===== config.mk =====
export PLATFORM = sky130hd
export DESIGN_NAME = http_request_byte_parser_flat
export DESIGN_NICKNAME = d
export VERILOG_FILES = /design/src/rtl/core/hrp_pkg.sv /design/src/rtl/core/hrp_if.sv /design/src/rtl/core/http_request_byte_parser.sv /design/src/flat_wrapper.sv
export SDC_FILE = /design/constraint.sdc
export NUM_CORES = 1
export LEC_CHECK = 0
export ABC_AREA = 1
export BUFFER_PORTS_ARGS = -buffer_cell sky130_fd_sc_hd__buf_2
export CAP_MARGIN = 5
export CELL_PAD_IN_SITES_DETAIL_PLACEMENT = 0
export CELL_PAD_IN_SITES_GLOBAL_PLACEMENT = 2
export CORE_MARGIN = 2
export CORE_UTILIZATION = 38
export CTS_CLUSTER_SIZE = 24
export DETAILED_ROUTE_END_ITERATION = 12
export PLACE_DENSITY_LB_ADDON = 0.1
export SLEW_MARGIN = 20
export SYNTH_ARGS = -nofsm -noshare
export SYNTH_HDL_FRONTEND = slang
export SYNTH_SLANG_ARGS = --single-unit

===== constraint.sdc =====
create_clock -name i_clk -period 11 [get_ports i_clk]
set_input_delay 2.2 -clock i_clk [delete_from_list [all_inputs] [get_ports i_clk]]
set_output_delay 2.2 -clock i_clk [all_outputs]
set_load 0.1 [all_outputs]

===== src/rtl/core/hrp_pkg.sv =====
// Package for the HTTP request byte parser: widths, states, codes, tables.
// No dependencies.
`timescale 1ns / 1ps
package hrp_pkg;
    localparam int LENGTH_BITS  = 24;
    localparam int VERSION_BITS = 16;
    localparam int LW = LENGTH_BITS + 1;

    typedef enum logic [1:0] {ST_MORE = 2'd0, ST_DONE = 2'd1, ST_BAD = 2'd2} t_status;
    typedef enum logic [2:0] {
        CL_DELIM = 3'd0, CL_METHOD = 3'd1, CL_URI = 3'd2, CL_HSTART = 3'd3,
        CL_HNAME = 3'd4, CL_HVALUE = 3'd5, CL_BODY = 3'd6
    } t_class;
    typedef enum logic [1:0] {K_OTHER = 2'd0, K_LENGTH = 2'd1, K_TYPE = 2'd2} t_kind;
    localparam logic OP_DATA = 1'b0;

    typedef enum logic [21:0] {
        S_METHOD_START = 22'd1 << 0,  S_METHOD    = 22'd1 << 1,
        S_URI_START    = 22'd1 << 2,  S_URI       = 22'd1 << 3,
        S_VER_H        = 22'd1 << 4,  S_VER_T1    = 22'd1 << 5,
        S_VER_T2       = 22'd1 << 6,  S_VER_P     = 22'd1 << 7,
        S_VER_SLASH    = 22'd1 << 8,  S_MAJ_START = 22'd1 << 9,
        S_MAJ          = 22'd1 << 10, S_MIN_START = 22'd1 << 11,
        S_MIN          = 22'd1 << 12, S_NL1       = 22'd1 << 13,
        S_LINE_START   = 22'd1 << 14, S_LWS       = 22'd1 << 15,
        S_HNAME        = 22'd1 << 16, S_SPACE     = 22'd1 << 17,
        S_HVALUE       = 22'd1 << 18, S_NL2       = 22'd1 << 19,
        S_NL3          = 22'd1 << 20, S_BODY      = 22'd1 << 21
    } t_state;

    function automatic logic is_ctl(input logic [7:0] b);
        return (b <= 8'd31) || (b == 8'd127);
    endfunction

    function automatic logic is_dec_char(input logic [7:0] b);
        return (b >= 8'h30) && (b <= 8'h39);
    endfunction

    function automatic logic is_token(input logic [7:0] b);
        logic sep;
        sep = 1'b0;
        case (b)
            "(", ")", "<", ">", "@", ",", ";", ":", "\\", "\"", "/", "[", "]", "?",
            "=", "{", "}", " ", 8'h09: sep = 1'b1;
            default: sep = 1'b0;
        endcase
        return !b[7] && !is_ctl(b) && !sep;
    endfunction

    function automatic logic [7:0] upper(input logic [7:0] b);
        return (b >= "a" && b <= "z") ? b - 8'd32 : b;
    endfunction

    function automatic logic [7:0] len_char(input logic [3:0] i);
        logic [7:0] c;
        case (i)
            4'd0: c = "C"; 4'd1: c = "O"; 4'd2: c = "N"; 4'd3: c = "T";
            4'd4: c = "E"; 4'd5: c = "N"; 4'd6: c = "T"; 4'd7: c = "-";
            4'd8: c = "L"; 4'd9: c = "E"; 4'd10: c = "N"; 4'd11: c = "G";
            4'd12: c = "T"; 4'd13: c = "H";
            default: c = 8'h00;
        endcase
        return c;
    endfunction

    function automatic logic [7:0] type_char(input logic [3:0] i);
        logic [7:0] c;
        case (i)
            4'd8: c = "T"; 4'd9: c = "Y"; 4'd10: c = "P"; 4'd11: c = "E";
            default: c = len_char(i);
        endcase
        return c;
    endfunction

    function automatic logic [7:0] mime_char(input logic [5:0] i);
        logic [7:0] c;
        case (i)
            6'd0: c = "A"; 6'd1: c = "P"; 6'd2: c = "P"; 6'd3: c = "L";
            6'd4: c = "I"; 6'd5: c = "C"; 6'd6: c = "A"; 6'd7: c = "T";
            6'd8: c = "I"; 6'd9: c = "O"; 6'd10: c = "N"; 6'd11: c = "/";
            6'd12: c = "X"; 6'd13: c = "-"; 6'd14: c = "W"; 6'd15: c = "W";
            6'd16: c = "W"; 6'd17: c = "-"; 6'd18: c = "F"; 6'd19: c = "O";
            6'd20: c = "R"; 6'd21: c = "M"; 6'd22: c = "-"; 6'd23: c = "U";
            6'd24: c = "R"; 6'd25: c = "L"; 6'd26: c = "E"; 6'd27: c = "N";
            6'd28: c = "C"; 6'd29: c = "O"; 6'd30: c = "D"; 6'd31: c = "E";
            6'd32: c = "D";
            default: c = 8'h00;
        endcase
        return c;
    endfunction
endpackage


===== src/rtl/core/hrp_if.sv =====
// Valid/ready channel interfaces for the parser.
// Depends on hrp_pkg.
`timescale 1ns / 1ps
interface hrp_in_if import hrp_pkg::*; ();
    logic       valid;
    logic       ready;
    logic       opcode;
    logic [7:0] data_byte;
    modport source (output valid, opcode, data_byte, input ready);
    modport sink   (input valid, opcode, data_byte, output ready);
endinterface

interface hrp_out_if import hrp_pkg::*; ();
    logic                    valid;
    logic                    ready;
    logic [1:0]              status;
    logic [2:0]              byte_class;
    logic [7:0]              echo_byte;
    logic [15:0]             version_major;
    logic [15:0]             version_minor;
    logic signed [LW-1:0]    content_length;
    modport source (output valid, status, byte_class, echo_byte, version_major,
                    version_minor, content_length, input ready);
    modport sink   (input valid, status, byte_class, echo_byte, version_major,
                    version_minor, content_length, output ready);
endinterface


===== src/rtl/core/http_request_byte_parser.sv =====
// HTTP request byte parser: one request (byte or restart) in, one result out,
// one request per cycle while results are taken. The parse state updates the
// cycle a request is accepted; its result sits in a single output register,
// and a new request is taken whenever that register is empty or being drained
// in the same cycle. So that single register sets the sustained rate: one
// request per clock when the output is ready. Depends on hrp_pkg and hrp_if.
`timescale 1ns / 1ps
module http_request_byte_parser import hrp_pkg::*; (
    input  logic      i_clk,
    input  logic      i_rst_n,
    hrp_in_if.sink    i_req,
    hrp_out_if.source o_res
);
    localparam logic [LW-1:0] LEN_MIN = LW'(1) << LENGTH_BITS;
    localparam logic [VERSION_BITS-1:0] VER_MAX = '1;

    // parse state
    t_state                  r_state, n_state;
    logic [LW-1:0]           r_body, n_body;
    logic [VERSION_BITS-1:0] r_maj, n_maj, r_min, n_min;
    logic                    r_any, n_any;
    logic [3:0]              r_npos, n_npos;
    logic [1:0]              r_nflags, n_nflags;
    t_kind                   r_kind, n_kind;
    logic [LW-1:0]           r_acc, n_acc;
    // length flags: negative, digit seen, valid, anything seen
    logic                    r_lneg, n_lneg, r_ldig, n_ldig, r_lval, n_lval;
    logic                    r_lseen, n_lseen;
    logic [5:0]              r_mpos, n_mpos;
    logic                    r_mok, n_mok;

    // result register
    logic                    r_ovalid;
    logic [1:0]              r_status;
    logic [2:0]              r_class;
    logic [7:0]              r_echo;

    logic accept, bad, done;
    logic [2:0] cls;
    logic [7:0] b, ub;

    assign i_req.ready = !r_ovalid || o_res.ready;
    assign accept      = i_req.valid && i_req.ready;
    assign b           = i_req.data_byte;
    assign ub          = upper(b);

    // version digit: v*10+d, saturating
    function automatic logic [VERSION_BITS-1:0] ver_step(
        input logic [VERSION_BITS-1:0] v, input logic [7:0] d);
        logic [VERSION_BITS+4:0] s;
        s = (VERSION_BITS+5)'(v) * 10 + (VERSION_BITS+5)'(d - 8'h30);
        return (s > (VERSION_BITS+5)'(VER_MAX)) ? VER_MAX : s[VERSION_BITS-1:0];
    endfunction

    always_comb begin
        logic [LW+3:0] acc10;
        logic          neg;
        n_state = r_state; n_body = r_body; n_maj = r_maj; n_min = r_min;
        n_any = r_any; n_npos = r_npos; n_nflags = r_nflags; n_kind = r_kind;
        n_acc = r_acc; n_lneg = r_lneg; n_ldig = r_ldig; n_lval = r_lval;
        n_lseen = r_lseen; n_mpos = r_mpos; n_mok = r_mok;
        bad = 1'b0; done = 1'b0; cls = CL_DELIM;
        acc10 = (LW+4)'(r_acc) * 10 + (LW+4)'(b - 8'h30);
        neg = r_lneg;

        if (i_req.opcode != OP_DATA) begin
            n_state = S_METHOD_START; n_any = 1'b0;
            n_npos = '0; n_nflags = 2'b11; n_kind = K_OTHER; n_acc = '0;
            n_lneg = 1'b0; n_ldig = 1'b0; n_lval = 1'b1; n_lseen = 1'b0;
            n_mpos = '0; n_mok = 1'b1;
        end else begin
            case (r_state)
                S_METHOD_START:
                    if (!is_token(b)) bad = 1'b1;
                    else begin n_state = S_METHOD; cls = CL_METHOD; end
                S_METHOD:
                    if (b == " ") n_state = S_URI;
                    else if (!is_token(b)) bad = 1'b1;
                    else cls = CL_METHOD;
                S_URI_START:
                    if (is_ctl(b)) bad = 1'b1;
                    else begin n_state = S_URI; cls = CL_URI; end
                S_URI:
                    if (b == " ") n_state = S_VER_H;
                    else if (is_ctl(b)) bad = 1'b1;
                    else cls = CL_URI;
                S_VER_H:  if (b == "H") n_state = S_VER_T1; else bad = 1'b1;
                S_VER_T1: if (b == "T") n_state = S_VER_T2; else bad = 1'b1;
                S_VER_T2: if (b == "T") n_state = S_VER_P; else bad = 1'b1;
                S_VER_P:  if (b == "P") n_state = S_VER_SLASH; else bad = 1'b1;
                S_VER_SLASH:
                    if (b == "/") begin
                        n_maj = '0; n_min = '0; n_state = S_MAJ_START;
                    end else bad = 1'b1;
                S_MAJ_START:
                    if (is_dec_char(b)) begin
                        n_maj = ver_step(r_maj, b); n_state = S_MAJ;
                    end else bad = 1'b1;
                S_MAJ:
                    if (b == ".") n_state = S_MIN_START;
                    else if (is_dec_char(b)) n_maj = ver_step(r_maj, b);
                    else bad = 1'b1;
                S_MIN_START:
                    if (is_dec_char(b)) begin
                        n_min = ver_step(r_min, b); n_state = S_MIN;
                    end else bad = 1'b1;
                S_MIN:
                    if (b == 8'h0D) n_state = S_NL1;
                    else if (is_dec_char(b)) n_min = ver_step(r_min, b);
                    else bad = 1'b1;
                S_NL1:
                    if (b == 8'h0A) n_state = S_LINE_START; else bad = 1'b1;
                S_LINE_START:
                    if (b == 8'h0D) n_state = S_NL3;
                    else if (r_any && (b == " " || b == 8'h09)) n_state = S_LWS;
                    else if (!is_token(b)) bad = 1'b1;
                    else begin
                        // new header: reset trackers and match the first byte
                        n_any = 1'b1; n_kind = K_OTHER; n_acc = '0;
                        n_lneg = 1'b0; n_ldig = 1'b0; n_lval = 1'b1; n_lseen = 1'b0;
                        n_mpos = '0; n_mok = 1'b1;
                        n_nflags = {ub == type_char(4'd0), ub == len_char(4'd0)};
                        n_npos = 4'd1;
                        n_state = S_HNAME; cls = CL_HSTART;
                    end
                S_HNAME:
                    if (b == ":") begin
                        if (r_nflags[0] && r_npos == 4'd14) n_kind = K_LENGTH;
                        else if (r_nflags[1] && r_npos == 4'd12) n_kind = K_TYPE;
                        else n_kind = K_OTHER;
                        n_state = S_SPACE;
                    end else if (!is_token(b)) bad = 1'b1;
                    else begin
                        if (r_npos >= 4'd14 || ub != len_char(r_npos)) n_nflags[0] = 1'b0;
                        if (r_npos >= 4'd12 || ub != type_char(r_npos)) n_nflags[1] = 1'b0;
                        if (r_npos < 4'd15) n_npos = r_npos + 4'd1;
                        cls = CL_HNAME;
                    end
                S_SPACE:
                    if (b == " ") n_state = S_HVALUE; else bad = 1'b1;
                S_LWS, S_HVALUE:
                    if (b == 8'h0D) n_state = S_NL2;
                    else if (r_state == S_LWS && (b == " " || b == 8'h09)) begin
                    end else if (is_ctl(b)) bad = 1'b1;
                    else begin
                        n_state = S_HVALUE; cls = CL_HVALUE;
                        if (r_kind == K_LENGTH) begin
                            if (b == "+" || b == "-") begin
                                if (r_lseen) n_lval = 1'b0;
                                else if (b == "-") n_lneg = 1'b1;
                            end else if (is_dec_char(b)) begin
                                if (acc10 > (LW+4)'(LEN_MIN)) begin
                                    n_acc = LEN_MIN + LW'(1); n_lval = 1'b0;
                                end else n_acc = acc10[LW-1:0];
                                n_ldig = 1'b1;
                            end else n_lval = 1'b0;
                            n_lseen = 1'b1;
                        end else if (r_kind == K_TYPE) begin
                            if (r_mpos >= 6'd33 || ub != mime_char(r_mpos)) n_mok = 1'b0;
                            if (r_mpos < 6'd63) n_mpos = r_mpos + 6'd1;
                        end
                    end
                S_NL2:
                    if (b == 8'h0A) begin
                        n_state = S_LINE_START;
                        if (r_kind == K_LENGTH) begin
                            if (!r_lval || !r_ldig ||
                                r_acc > (neg ? LEN_MIN : LEN_MIN - LW'(1)))
                                bad = 1'b1;
                            else n_body = neg ? LW'(0) - r_acc : r_acc;
                        end else if (r_kind == K_TYPE) begin
                            if (!r_mok || r_mpos != 6'd33) bad = 1'b1;
                        end
                    end else bad = 1'b1;
                S_NL3:
                    if (r_body == '0) begin
                        if (b == 8'h0A) done = 1'b1; else bad = 1'b1;
                    end else n_state = S_BODY;
                S_BODY: begin
                    cls = CL_BODY;
                    if (r_body != LEN_MIN) n_body = r_body - LW'(1);
                    if (n_body == '0) done = 1'b1;
                    else if (n_body[LW-1]) bad = 1'b1;
                end
                default: bad = 1'b1;
            endcase
        end
    end

    always_ff @(posedge i_clk) begin
        if (!i_rst_n) begin
            r_state <= S_METHOD_START; r_body <= '0; r_maj <= '0; r_min <= '0;
            r_any <= 1'b0; r_npos <= '0; r_nflags <= 2'b11; r_kind <= K_OTHER;
            r_acc <= '0; r_lneg <= 1'b0; r_ldig <= 1'b0; r_lval <= 1'b1;
            r_lseen <= 1'b0; r_mpos <= '0; r_mok <= 1'b1; r_ovalid <= 1'b0;
        end else begin
            if (accept) begin
                r_state <= n_state; r_body <= n_body; r_maj <= n_maj; r_min <= n_min;
                r_any <= n_any; r_npos <= n_npos; r_nflags <= n_nflags;
                r_kind <= n_kind; r_acc <= n_acc; r_lneg <= n_lneg; r_ldig <= n_ldig;
                r_lval <= n_lval; r_lseen <= n_lseen; r_mpos <= n_mpos; r_mok <= n_mok;
                r_ovalid <= 1'b1;
            end else if (o_res.ready) begin
                r_ovalid <= 1'b0;
            end
        end
    end

    // result payload
    always_ff @(posedge i_clk) begin
        if (accept) begin
            r_status <= bad ? ST_BAD : (done ? ST_DONE : ST_MORE);
            r_class  <= bad ? CL_DELIM : cls;
            r_echo   <= b;
        end
    end

    assign o_res.valid          = r_ovalid;
    assign o_res.status         = r_status;
    assign o_res.byte_class     = r_class;
    assign o_res.echo_byte      = r_echo;
    assign o_res.version_major  = 16'(r_maj);
    assign o_res.version_minor  = 16'(r_min);
    assign o_res.content_length = r_body;
endmodule


===== src/flat_wrapper.sv =====
// flat-port wrapper written by rule: the top's interface ports become plain ports
module http_request_byte_parser_flat import hrp_pkg::*;
  (i_clk, i_rst_n, i_req_valid, i_req_opcode, i_req_data_byte, i_req_ready, o_res_valid, o_res_status, o_res_byte_class, o_res_echo_byte, o_res_version_major, o_res_version_minor, o_res_content_length, o_res_ready);
  hrp_in_if i_req_i ();
  hrp_out_if o_res_i ();
  input  logic i_clk;
  input  logic i_rst_n;
  input wire logic [$bits(i_req_i.valid)-1:0] i_req_valid;
  input wire logic [$bits(i_req_i.opcode)-1:0] i_req_opcode;
  input wire logic [$bits(i_req_i.data_byte)-1:0] i_req_data_byte;
  output wire logic [$bits(i_req_i.ready)-1:0] i_req_ready;
  output wire logic [$bits(o_res_i.valid)-1:0] o_res_valid;
  output wire logic [$bits(o_res_i.status)-1:0] o_res_status;
  output wire logic [$bits(o_res_i.byte_class)-1:0] o_res_byte_class;
  output wire logic [$bits(o_res_i.echo_byte)-1:0] o_res_echo_byte;
  output wire logic [$bits(o_res_i.version_major)-1:0] o_res_version_major;
  output wire logic [$bits(o_res_i.version_minor)-1:0] o_res_version_minor;
  output wire logic [$bits(o_res_i.content_length)-1:0] o_res_content_length;
  input wire logic [$bits(o_res_i.ready)-1:0] o_res_ready;
  assign i_req_i.valid = i_req_valid;
  assign i_req_i.opcode = i_req_opcode;
  assign i_req_i.data_byte = i_req_data_byte;
  assign i_req_ready = i_req_i.ready;
  assign o_res_valid = o_res_i.valid;
  assign o_res_status = o_res_i.status;
  assign o_res_byte_class = o_res_i.byte_class;
  assign o_res_echo_byte = o_res_i.echo_byte;
  assign o_res_version_major = o_res_i.version_major;
  assign o_res_version_minor = o_res_i.version_minor;
  assign o_res_content_length = o_res_i.content_length;
  assign o_res_i.ready = o_res_ready;
  http_request_byte_parser u_core (.i_clk(i_clk), .i_rst_n(i_rst_n), .i_req(i_req_i), .o_res(o_res_i));
endmodule

==> results.tsv, run 1 <==
metric	value	unit
die width	219	um
WP data arrival	6190	ps
total nets after synthesis	3022	
Antenna Cells	0	
slew margin rel.	26.5	%
post-route ant nets	0	
Post-CTS Setup Inserts	0	
Syn Area/Cell	6.31	um^2
dpl cells	3422	
crit path kind	register to register	
Die ar.	47900	um^2
Routability Congestion	0.908	
Worst Skew	10.4	ps
CP max stage cell	nor2_4	
vias in the first global route	17200	
Final #Nets	3081	
EDFF count, synth	13	
Core Util, Final	42.0	%
vias per cell	5.23	
CP startpoint kind	register	
Syn. warnings	0	
WP data required	11340	ps
post-synthesis register bit count	151	
residual DRC count	0	
combinational power share	20.3	%
Die Span Y	219	um
CTS max path bufs	2	
CP top delay family	simple AND/OR/NAND/NOR gates	
outcome	finished, final reports clean	
post-synthesis cell area	17600	um^2
routed length per instance	16.5	um
HPWL Detailed	45600	um
CTS tree	built	
Clk pwr share	40.2	%
Hold Crit Class	register to register	
Leakage Power	9.87	nW
Fillers	5014	
Worst Hold Path EP	u_core.r_lval	
I/O pin count	85	
Clock Latency Late Sink	490	ps
unrepaired setup endpoints after global routing	false	
Multi-input gate area	13000	um^2
CORE AREA	45500	um^2
RR Startpoint	u_core.r_acc[5]	
Peak VDD IR	0.103	mV
crit-path most repeated cell	nand2_1	
achievable clock frequency	0.171	GHz
r2r setup slk	5150	ps
Placement Rows	78	
worst hold slack	460	ps
Synth async-reset ratio	0	%
Worst Reg-to-Reg Cells	29	
max-slew violation count	0	
critical hold path startpoint	u_core.r_lval	
routed vias	18100	
synth unique cells	65	
synthesized instance count	2782	
r2r endpoint	u_core.r_acc[0]	
initial antenna violation count	1	
Reg power frac	39.4	%
largest stage delay on the critical path	570	ps
hold depth	2	
post_cts resized	0	
CP max FO	26	
PortBufs	84	
pre-CTS WS	4560	ps
setup TNS	0	ps
area grow syn2layout	8.82	%
WP buf/inv	2	
Switch Pwr	0.504	mW
total CTS buffers	17	
max-cap violation count	0	
crit share post-route	53.2	%
Clock Sink Count	151	
Hold Fails Final Rpt	0	
cts hold-fix bufs	0	
Critical Path End Type	register	
worst slew pin tran	1100	ps
share of cells above drive strength 1	7.43	%
grt ovf	0	
Period minus WS final	5850	ps
Final Non-Filler Cells	3454	
GRT Resource Usage Total	24.1	%
Internal Power	0.988	mW
ys flop type	dfxtp_1	
first-pass GRT wire length	91900	um
final worst slack	5150	ps
register area share after synthesis	18.0	%
area occupied by registers	3150	um^2
largest net degree at the start of global routing	63	
H-Tree Depth	4	
PD cells	78.1	nW/um^2
Reg clk slew, reported paths	70	ps
Sw Share	33.8	%
Starting Density	38.6	%
root cell of the clock tree	clkbuf_16	
final WL	57000	um
setup violators final	0	
initial drt markers	1237	
drt pass-1 iters	5	
==> power groups by stage <==
stage / clock network, mW / logic, mW / registers, mW
after floorplan: 0 / 0.210 / 0.621
after global placement: 0 / 0.302 / 0.601
after detailed placement: 0 / 0.303 / 0.601
after CTS: 0.619 / 0.304 / 0.589
after global routing: 0.640 / 0.337 / 0.591
final: 0.600 / 0.303 / 0.589
==> cells in the mapped netlist (all sizes together), types with 2 or more instances <==
master	n	area (um^2)
nand2	696	2700
nor2	361	1490
inv	309	1160
a21oi	249	1250
nand3	234	1210
ha	221	2770
o21ai	141	709
dfxtp	138	2760
xor2	84	736
xnor2	53	464
nor3	52	288
nand4	38	253
clkbuf	30	113
buf	23	158
nand3b	17	128
nor4	16	100
a31oi	13	81.3
edfxtp	13	390
a21o	12	90.1
o21bai	12	90.1
o211ai	7	52.6
o21a	7	52.6
or2	7	43.8
a211oi	6	45.0
fa	6	120
a21boi	4	41.3
clkinv	4	21.3
nor3b	3	27.5
o2111ai	3	26.3
o221ai	3	26.3
o22ai	3	18.8
a22oi	2	15.0
and2	2	12.5
and3	2	12.5
o31ai	2	15.0
==> per-layer routing <==
layer / vias to the layer above / share of wire, % / track usage (%) / wire length (um)
met5: - / 0.030 / 0 / 17
met1: 8301 / 50 / 33.6 / 28700
met2: 327 / 44 / 38.2 / 25000
li1: 9359 / - / - / -
met4: 2 / 2.1 / 7.09 / 1190
met3: 73 / 3.7 / 3.56 / 2130
==> worst max path at each step <==
stage                        from                to  slack (ps)  cells after the start
2_1_floorplan  i_req_data_byte[6]  u_core.r_acc[10]        4420                     19
3_3_place_gp   i_req_data_byte[4]   u_core.r_acc[0]        4650                     19
3_5_place_dp   i_req_data_byte[6]  u_core.r_acc[16]        4560                     19
4_1_cts           u_core.r_acc[3]  u_core.r_acc[16]        4850                     28
5_1_grt           u_core.r_acc[3]   u_core.r_acc[0]        4520                     29
6_report          u_core.r_acc[5]   u_core.r_acc[0]        5150                     29
==> layout make-up <==
| cell class | instances | share of cell area [%] |
|---|---|---|
| Timing Repair Buffer | 93 | 2.55 |
| Clock inverter | 12 | 0.661 |
| Sequential cell | 151 | 16.5 |
| Tap cell | 600 | 3.93 |
| Multi-Input combinational cell | 2265 | 67.9 |
| Clock buffer | 20 | 2.29 |
| Inverter | 313 | 6.19 |
==> tightest hold or removal path: stages, from the launching register on <==
cell	delay, ps
dfxtp_1	320
nand2_1	60
nand2_1	40
==> cell families (layout without fill, tap and decap cells) <==
group | count (synthesis) | in the layout | synth area share (%)
and+or+nand+nor | 1429 | 1429 | 35.7
AOI/OAI and AO/OA | 472 | 472 | 14.8
buffers and inverters | 366 | 438 | 8.28
adders and majority gates | 227 | 227 | 16.4
DFF | 151 | 151 | 18.0
xor gates and xnor gates | 137 | 137 | 6.83
==> metrics by stage <==
step / total power [mW] / instance area, um^2
after floorplan: 0.831 / 17600
after global placement: 0.903 / 18500
after detailed placement: 0.904 / 18500
after CTS: 1.51 / 19100
after global routing: 1.57 / 19100
final: 1.49 / 19100
==> flip-flops by register name, summed over array words and instances (netlist names), named ones only <==
signal	flops
u_core.r_mok	1
u_core.o_res.version_major	16
u_core.r_mpos	6
u_core.o_res.content_length	25
u_core.r_lneg	1
u_core.o_res.valid	1
u_core.o_res.version_minor	16
u_core.r_npos	4
u_core.r_kind	2
u_core.r_lseen	1
u_core.r_acc	25
u_core.r_ldig	1
u_core.r_lval	1
u_core.o_res.byte_class	3
u_core.r_any	1
u_core.o_res.status	2
u_core.r_state	21
u_core.r_nflags	2
u_core.o_res.echo_byte	8
==> placed cells by master (no fill, tap or decap), drive strengths merged, types with 16 or more instances in the layout <==
cell type and count:
a21oi 249, buf 93, clkbuf 20, dfxtp 138, ha 221, inv 311, nand2 696, nand3 234
nand3b 17, nand4 38, nor2 361, nor3 52, nor4 16, o21ai 141, xnor2 53, xor2 84
Power figures use the tool's default switching activity.
==> inputs of run 2 (changes only) <==
Settings changed: ABC_AREA 1 to 0.
Clock period 11 ns to 5.95 ns, I/O delays scaled along.
==> run 2 against run 1 <==
- hold slack got worse by 19 ps
- power rose by 73%
- critical endpoint is now u_core.r_acc[14]
- flip-flop and latch count did not move
- routed wire length fell by 4.7%
- combinational power rose by 33%
- largest cell class unchanged
==> results.tsv, run 2 <==
metric	value	unit	change
Syn. warnings	0		unchanged
CP startpoint kind	register		unchanged
Die Span Y	212	um	was 219 um
Finished Cell Area	18500	um^2	was 19,100 um^2
most frequent cells in the layout	ha_1 (214), nand2_1 (189), nor2_1 (169)		was nand2_1 (672), nor2_1 (333), inv_1 (297)
routed vias	16300		was 18,100
WP buf/inv	1		was 2
RR Startpoint	u_core.r_acc[2]		was u_core.r_acc[5]
total nets after synthesis	2368		was 3,022
Hold Fails Final Rpt	0		unchanged
most common cell after layout, fill and taps aside	ha_1		was nand2_1
hold depth	2		unchanged
CP max FO	6		was 26
Hold Crit Class	register to register		unchanged
post-route ant nets	0		unchanged
Clock Sink Count	151		unchanged
max-cap violation count	0		unchanged
crit share post-route	94.8	%	was 53.2%
initial drt markers	1078		was 1,237
crit-path cells	ha_1 > ha_1 > a21o_1 > a21oi_2 > nor2b_1 > o311ai_0 > buf_4 > nand2_1 > o21a_1 > nor2_1 > xnor2_1 > ha_1 > nand2_1 > a2111oi_1 > a211oi_1 > a21oi_1 > nor2_1 > or4_1 > o41a_1 > or4_4 > o21ai_1		
post-synthesis cell area	16500	um^2	was 17,600 um^2
post_cts resized	0		unchanged
Antenna Cells	0		unchanged
Synth top cells by count	ha_1 (221), nand2_1 (189), nor2_1 (170), a21oi_1 (157), dfxtp_1 (138)		was nand2_1 (672), nor2_1 (334), inv_1 (297), a21oi_1 (247), nand3_1 (226)
first-pass GRT wire length	86400	um	was 91,900 um
CP top delay family	compound AO/OA/AOI/OAI gates		was simple AND/OR/NAND/NOR gates
share of cells above drive strength 1	10.6	%	was 7.43%
HPWL Detailed	42600	um	was 45,600 um
PD cells	139	nW/um^2	was 78.1 nW/um^2
Die ar.	45000	um^2	was 47,900 um^2
vias in the first global route	15700		was 17,200
WP data required	6330	ps	was 11,340 ps
Worst Hold Path EP	u_core.r_mok		was u_core.r_lval
cts hold-fix bufs	0		unchanged
outcome	finished, final reports clean		unchanged
Period minus WS final	5640	ps	was 5850 ps
CTS tree	built		unchanged
largest cells by area after synthesis	ha_1 (17%), dfxtp_1 (17%), xnor2_1 (4.9%)		was ha_1 (16%), dfxtp_1 (16%), nand2_1 (14%)
PortBufs	84		unchanged
root cell of the clock tree	clkbuf_16		unchanged
Worst Reg-to-Reg Cells	21		was 29
Placement Rows	76		was 78
Syn Area/Cell	7.73	um^2	was 6.31 um^2
Routability Congestion	0.919		was 0.908
worst slew pin tran	876	ps	was 1100 ps
crit-path most repeated cell	ha_1		was nand2_1
synth unique cells	96		was 65
max-slew violation count	0		unchanged
GRT Resource Usage Total	24.3	%	was 24.1%
initial antenna violation count	1		unchanged
post-synth top area share	16.8	%	was 15.7%
Fillers	4429		was 5,014
CTS max path bufs	2		unchanged
die width	212	um	was 219 um
H-Tree Depth	4		unchanged
post-synthesis register bit count	151		unchanged
WP data arrival	6020	ps	was 6190 ps
routed length per instance	19.3	um	was 16.5 um
Critical Path End Type	register		unchanged
area grow syn2layout	12.4	%	was 8.82%
Peak VDD IR	0.222	mV	was 0.103 mV
Leakage Power	8.38	nW	was 9.87 nW
synthesized instance count	2128		was 2,782
Final #Nets	2458		was 3,081
top-count cell post-synth	ha_1		was nand2_1
ys flop type	dfxtp_1		unchanged
r2r endpoint	u_core.r_acc[14]		was u_core.r_acc[0]
Reg clk slew, reported paths	60	ps	was 70 ps
Starting Density	38.4	%	was 38.6%
placed instance area	17800	um^2	was 18,500 um^2
critical hold path startpoint	u_core.r_mok		was u_core.r_lval
largest stage delay on the critical path	610	ps	was 570 ps
CP max stage cell	or4_4		was nor2_4
EDFF count, synth	13		unchanged
vias per cell	5.79		was 5.23
largest net degree at the start of global routing	47		was 63
final WL	54300	um	was 57,000 um
post-synth top area cell	ha_1		unchanged
achievable clock frequency	0.177	GHz	was 0.171 GHz
Worst Skew	18.7	ps	was 10.4 ps
r2r setup slk	310	ps	was 5150 ps
Post-CTS Setup Inserts	0		unchanged
Synth async-reset ratio	0	%	unchanged
register area share after synthesis	19.2	%	was 18.0%
slew margin rel.	40.8	%	was 26.5%
I/O pin count	85		unchanged
total CTS buffers	17		unchanged
crit path kind	register to register		unchanged
Clock Latency Late Sink	460	ps	was 490 ps
drt pass-1 iters	5		unchanged
grt ovf	0		unchanged
Pwr Total	2.58	mW	was 1.49 mW
residual DRC count	0		unchanged
CORE AREA	42900	um^2	was 45,500 um^2
setup violators final	0		unchanged
[run 2: cell types whose count changed after synthesis, moves of 29 or more]
| cell | change |
|---|---|
| xnor2_1 | +39 |
| inv_1 | -200 |
| a21oi_1 | -90 |
| nand2_1 | -483 |
| nor2_1 | -164 |
| nand3_1 | -163 |
| or3_1 | +29 |
| xor2_1 | -32 |
[run 2: how the worst max path moves through the flow]
stage / startpoint / end / slack (ps) / cells past startpoint
6_report: u_core.r_acc[2] / u_core.r_acc[14] / 310 / 21
5_1_grt: u_core.r_acc[3] / u_core.r_acc[8] / -1 / 24
4_1_cts: u_core.r_acc[5] / u_core.r_acc[9] / 160 / 21
3_5_place_dp: u_core.r_acc[5] / u_core.r_acc[9] / 200 / 21
3_3_place_gp: u_core.r_acc[2] / u_core.r_acc[11] / 230 / 23
2_1_floorplan: i_req_data_byte[4] / u_core.r_acc[11] / 90 / 15
[run 2: through the flow]
step | worst slack (ps) | setup TNS (ps) | cells | hold WS (ps) | utilization, %
after global routing | -1.28 | -1.28 | 2815 | 504 | 43.1
after CTS | 163 | 0 | 2815 | 443 | 43.0
final | 312 | 0 | 2815 | 441 | 43.1
after global placement | 228 | 0 | 2784 | 433 | 41.6
after floorplan | 91.6 | 0 | 2128 | 423 | -
after detailed placement | 199 | 0 | 2784 | 434 | 41.6
[run 2: area by class of cell]
| type | count | area [um^2] | share of cell area, % |
|---|---|---|---|
| clock buffer | 24 | 503 | 2.72 |
| clock inverter | 7 | 93.8 | 0.507 |
| inverter | 99 | 388 | 2.10 |
| multi-input combinational | 1805 | 12700 | 68.9 |
| sequential | 151 | 3160 | 17.1 |
| tap | 585 | 732 | 3.96 |
| timing repair buffer | 144 | 871 | 4.71 |
[run 2: report_power, final]
group	total (mW)	internal [mW]	leakage, nW	switching (mW)
logic	0.402	0.119	6.85	0.284
registers	1.04	1.04	1.24	0.00718
clock network	1.13	0.672	0.287	0.459
total	2.58	1.83	8.38	0.750
[run 2: kinds of logic (layout without fill, tap and decap cells)]
kind of cell	after synthesis	count (layout)	share of synthesized area, %
AOI/OAI and AO/OA	623	623	25.0
xor gates and xnor gates	144	144	7.66
adders and majority gates	227	227	17.5
buffers and inverters	172	274	4.28
DFF	151	151	19.2
muxes	28	28	1.76
and+or+nand+nor	783	783	24.7
[run 2: worst min-delay path, cell delays in order, from the launching register on]
cell and delay (ps):
dfxtp_1 300, nand2_1 50, nand2_1 40
[run 2: per-layer routing]
layer	share of wire [%]	routed length, um	GRT usage (%)
met1	49	26400	33.8
met2	45	24200	38.7
met3	5.1	2780	4.18
met4	1.8	952	6.02
met5	0.017	9	0
==> inputs of run 3 (changes only) <==
Settings changed: ABC_AREA 0 to 1, CORE_UTILIZATION 38 to 35.
==> run 3 against run 2 <==
- register-to-register slack better by 390 ps
- flip-flop and latch count stayed put
- final area is 4.3% higher
- worst setup slack better by 390 ps
- count of clock-buffer cells in the layout is 5 lower
- via count is 12% higher
- combinational power is 41% higher
- highest routed layer unchanged
==> results.tsv, run 3 (same netlist as run 1, synthesis figures left out) <==
metric	value	unit	change
routed length per instance	16.7	um	was 19.3 um
Hold Fails Final Rpt	0		unchanged
first-pass GRT wire length	95000	um	was 86,400 um
setup TNS	0	ps	unchanged
CP max stage cell	dfxtp_1		was or4_4
vias in the first global route	17500		was 15,700
root cell of the clock tree	clkbuf_16		unchanged
crit path kind	register to register		unchanged
final worst slack	699	ps	was 312 ps
Critical Path End Type	register		unchanged
max-slew violation count	0		unchanged
share of cells above drive strength 1	7.92	%	was 10.6%
Reg power frac	39.1	%	was 40.5%
achievable clock frequency	0.190	GHz	was 0.177 GHz
Reg clk slew, reported paths	70	ps	was 60 ps
PD cells	144	nW/um^2	was 139 nW/um^2
H-Tree Depth	4		unchanged
Die Span Y	228	um	was 212 um
vias per cell	5.16		was 5.79
met1 Use GR	31.3	%	was 33.8%
slew margin rel.	42.5	%	was 40.8%
Internal Power	1.83	mW	about the same
PortBufs	84		unchanged
outcome	finished, final reports clean		unchanged
largest net degree at the start of global routing	64		was 47
WP data required	6290	ps	was 6330 ps
CORE AREA	49900	um^2	was 42,900 um^2
placed instance area	18700	um^2	was 17,800 um^2
Final #Nets	3092		was 2,458
Hold Crit Class	register to register		unchanged
final WL	58900	um	was 54,300 um
post-route ant nets	0		unchanged
WP data arrival	5590	ps	was 6020 ps
I/O pin count	85		unchanged
most common cell after layout, fill and taps aside	nand2_1		was ha_1
Routability Congestion	0.918		was 0.919
Die ar.	52000	um^2	was 45,000 um^2
Clock Sink Count	151		unchanged
Starting Density	35.2	%	was 38.4%
max-cap violation count	0		unchanged
met3 Use GR	3.50	%	was 4.18%
Sw Share	34.2	%	was 29.1%
met2 usage	36.9	%	was 38.7%
crit-path most repeated cell	nand2_1		was ha_1
most frequent cells in the layout	nand2_1 (672), nor2_1 (332), inv_1 (297)		was ha_1 (214), nand2_1 (189), nor2_1 (169)
Clock Latency Late Sink	490	ps	was 460 ps
CP max FO	26		was 6
cts hold-fix bufs	0		unchanged
CP startpoint kind	register		unchanged
area grow syn2layout	9.82	%	was 12.4%
grt ovf	0		unchanged
die width	228	um	was 212 um
Clk pwr share	40.5	%	was 43.9%
total CTS buffers	17		unchanged
Period minus WS final	5250	ps	was 5640 ps
Leakage Power	9.92	nW	was 8.38 nW
Fillers	5608		was 4,429
crit share post-route	88.2	%	was 94.8%
initial antenna violation count	3		was 1
Post-CTS Setup Inserts	0		unchanged
pre-CTS WS	641	ps	was 199 ps
worst slew pin tran	862	ps	was 876 ps
drt pass-1 iters	5		unchanged
GRT Max-Usage Layer	met2		unchanged
routed vias	18200		was 16,300
Finished Cell Area	19300	um^2	was 18,500 um^2
combinational power share	20.4	%	was 15.6%
CTS tree	built		unchanged
Antenna Cells	0		unchanged
unrepaired setup endpoints after global routing	false		
Placement Rows	82		was 76
Peak VDD IR	0.225	mV	was 0.222 mV
setup violators final	0		unchanged
post_cts resized	0		unchanged
HPWL Detailed	46800	um	was 42,600 um
Switch Pwr	0.952	mW	was 0.750 mW
GRT Resource Usage Total	22.7	%	was 24.3%
Worst Skew	12.7	ps	was 18.7 ps
largest stage delay on the critical path	510	ps	was 610 ps
CTS max path bufs	2		unchanged
initial drt markers	932		was 1,078
residual DRC count	0		unchanged
## run 3: per-layer routing
metal	routed length, um	vias up
met1	29200	8466
li1	-	9398
met2	26600	319
met3	2230	59
met4	955	4
met5	27	-
## run 3: worst paths after layout
path	slack [ps]	start	end	depth (start not counted)
max	700	u_core.r_acc[5]	u_core.r_acc[0]	31
min	460	u_core.r_mok	u_core.r_mok	2
max reg2reg	700	u_core.r_acc[5]	u_core.r_acc[0]	31
min reg2reg	460	u_core.r_mok	u_core.r_mok	2
## run 3: final cells by class
class	instances	area (um^2)	share of cell area, %
flip-flops and latches	151	3150	16.4
inverters	313	1180	6.14
multi-input cells	2265	13000	67.3
clock inverters	13	130	0.675
repair buffers	104	571	2.96
well taps	672	841	4.36
clock buffers	19	433	2.25
## run 3: critical path: cells and delay by family, from the launching register on
| kind | cells | cell delay (ps) |
|---|---|---|
| AOI/OAI and AO/OA | 6 | 1240 |
| and+or+nand+nor | 18 | 1740 |
| buffers and inverters | 4 | 610 |
| adders and majority gates | 3 | 980 |
| DFF | 1 | 510 |
## run 3: metrics by stage
stage               power (mW)  util [%]  hold WS (ps)  instances
floorplan                 1.54         -           419       2782
global placement          1.68      37.5           436       3505
detailed placement        1.68      37.5           444       3505
CTS                       2.82      38.7           456       3537
global route              2.93      38.7           485       3537
finish                    2.78      38.7           457       3537
## run 3: power groups by stage
stage	registers, mW	logic [mW]	clock network [mW]
final	1.09	0.567	1.12
after global routing	1.09	0.635	1.20
after CTS	1.09	0.569	1.16
after detailed placement	1.11	0.567	0
after global placement	1.11	0.569	0
after floorplan	1.15	0.388	0
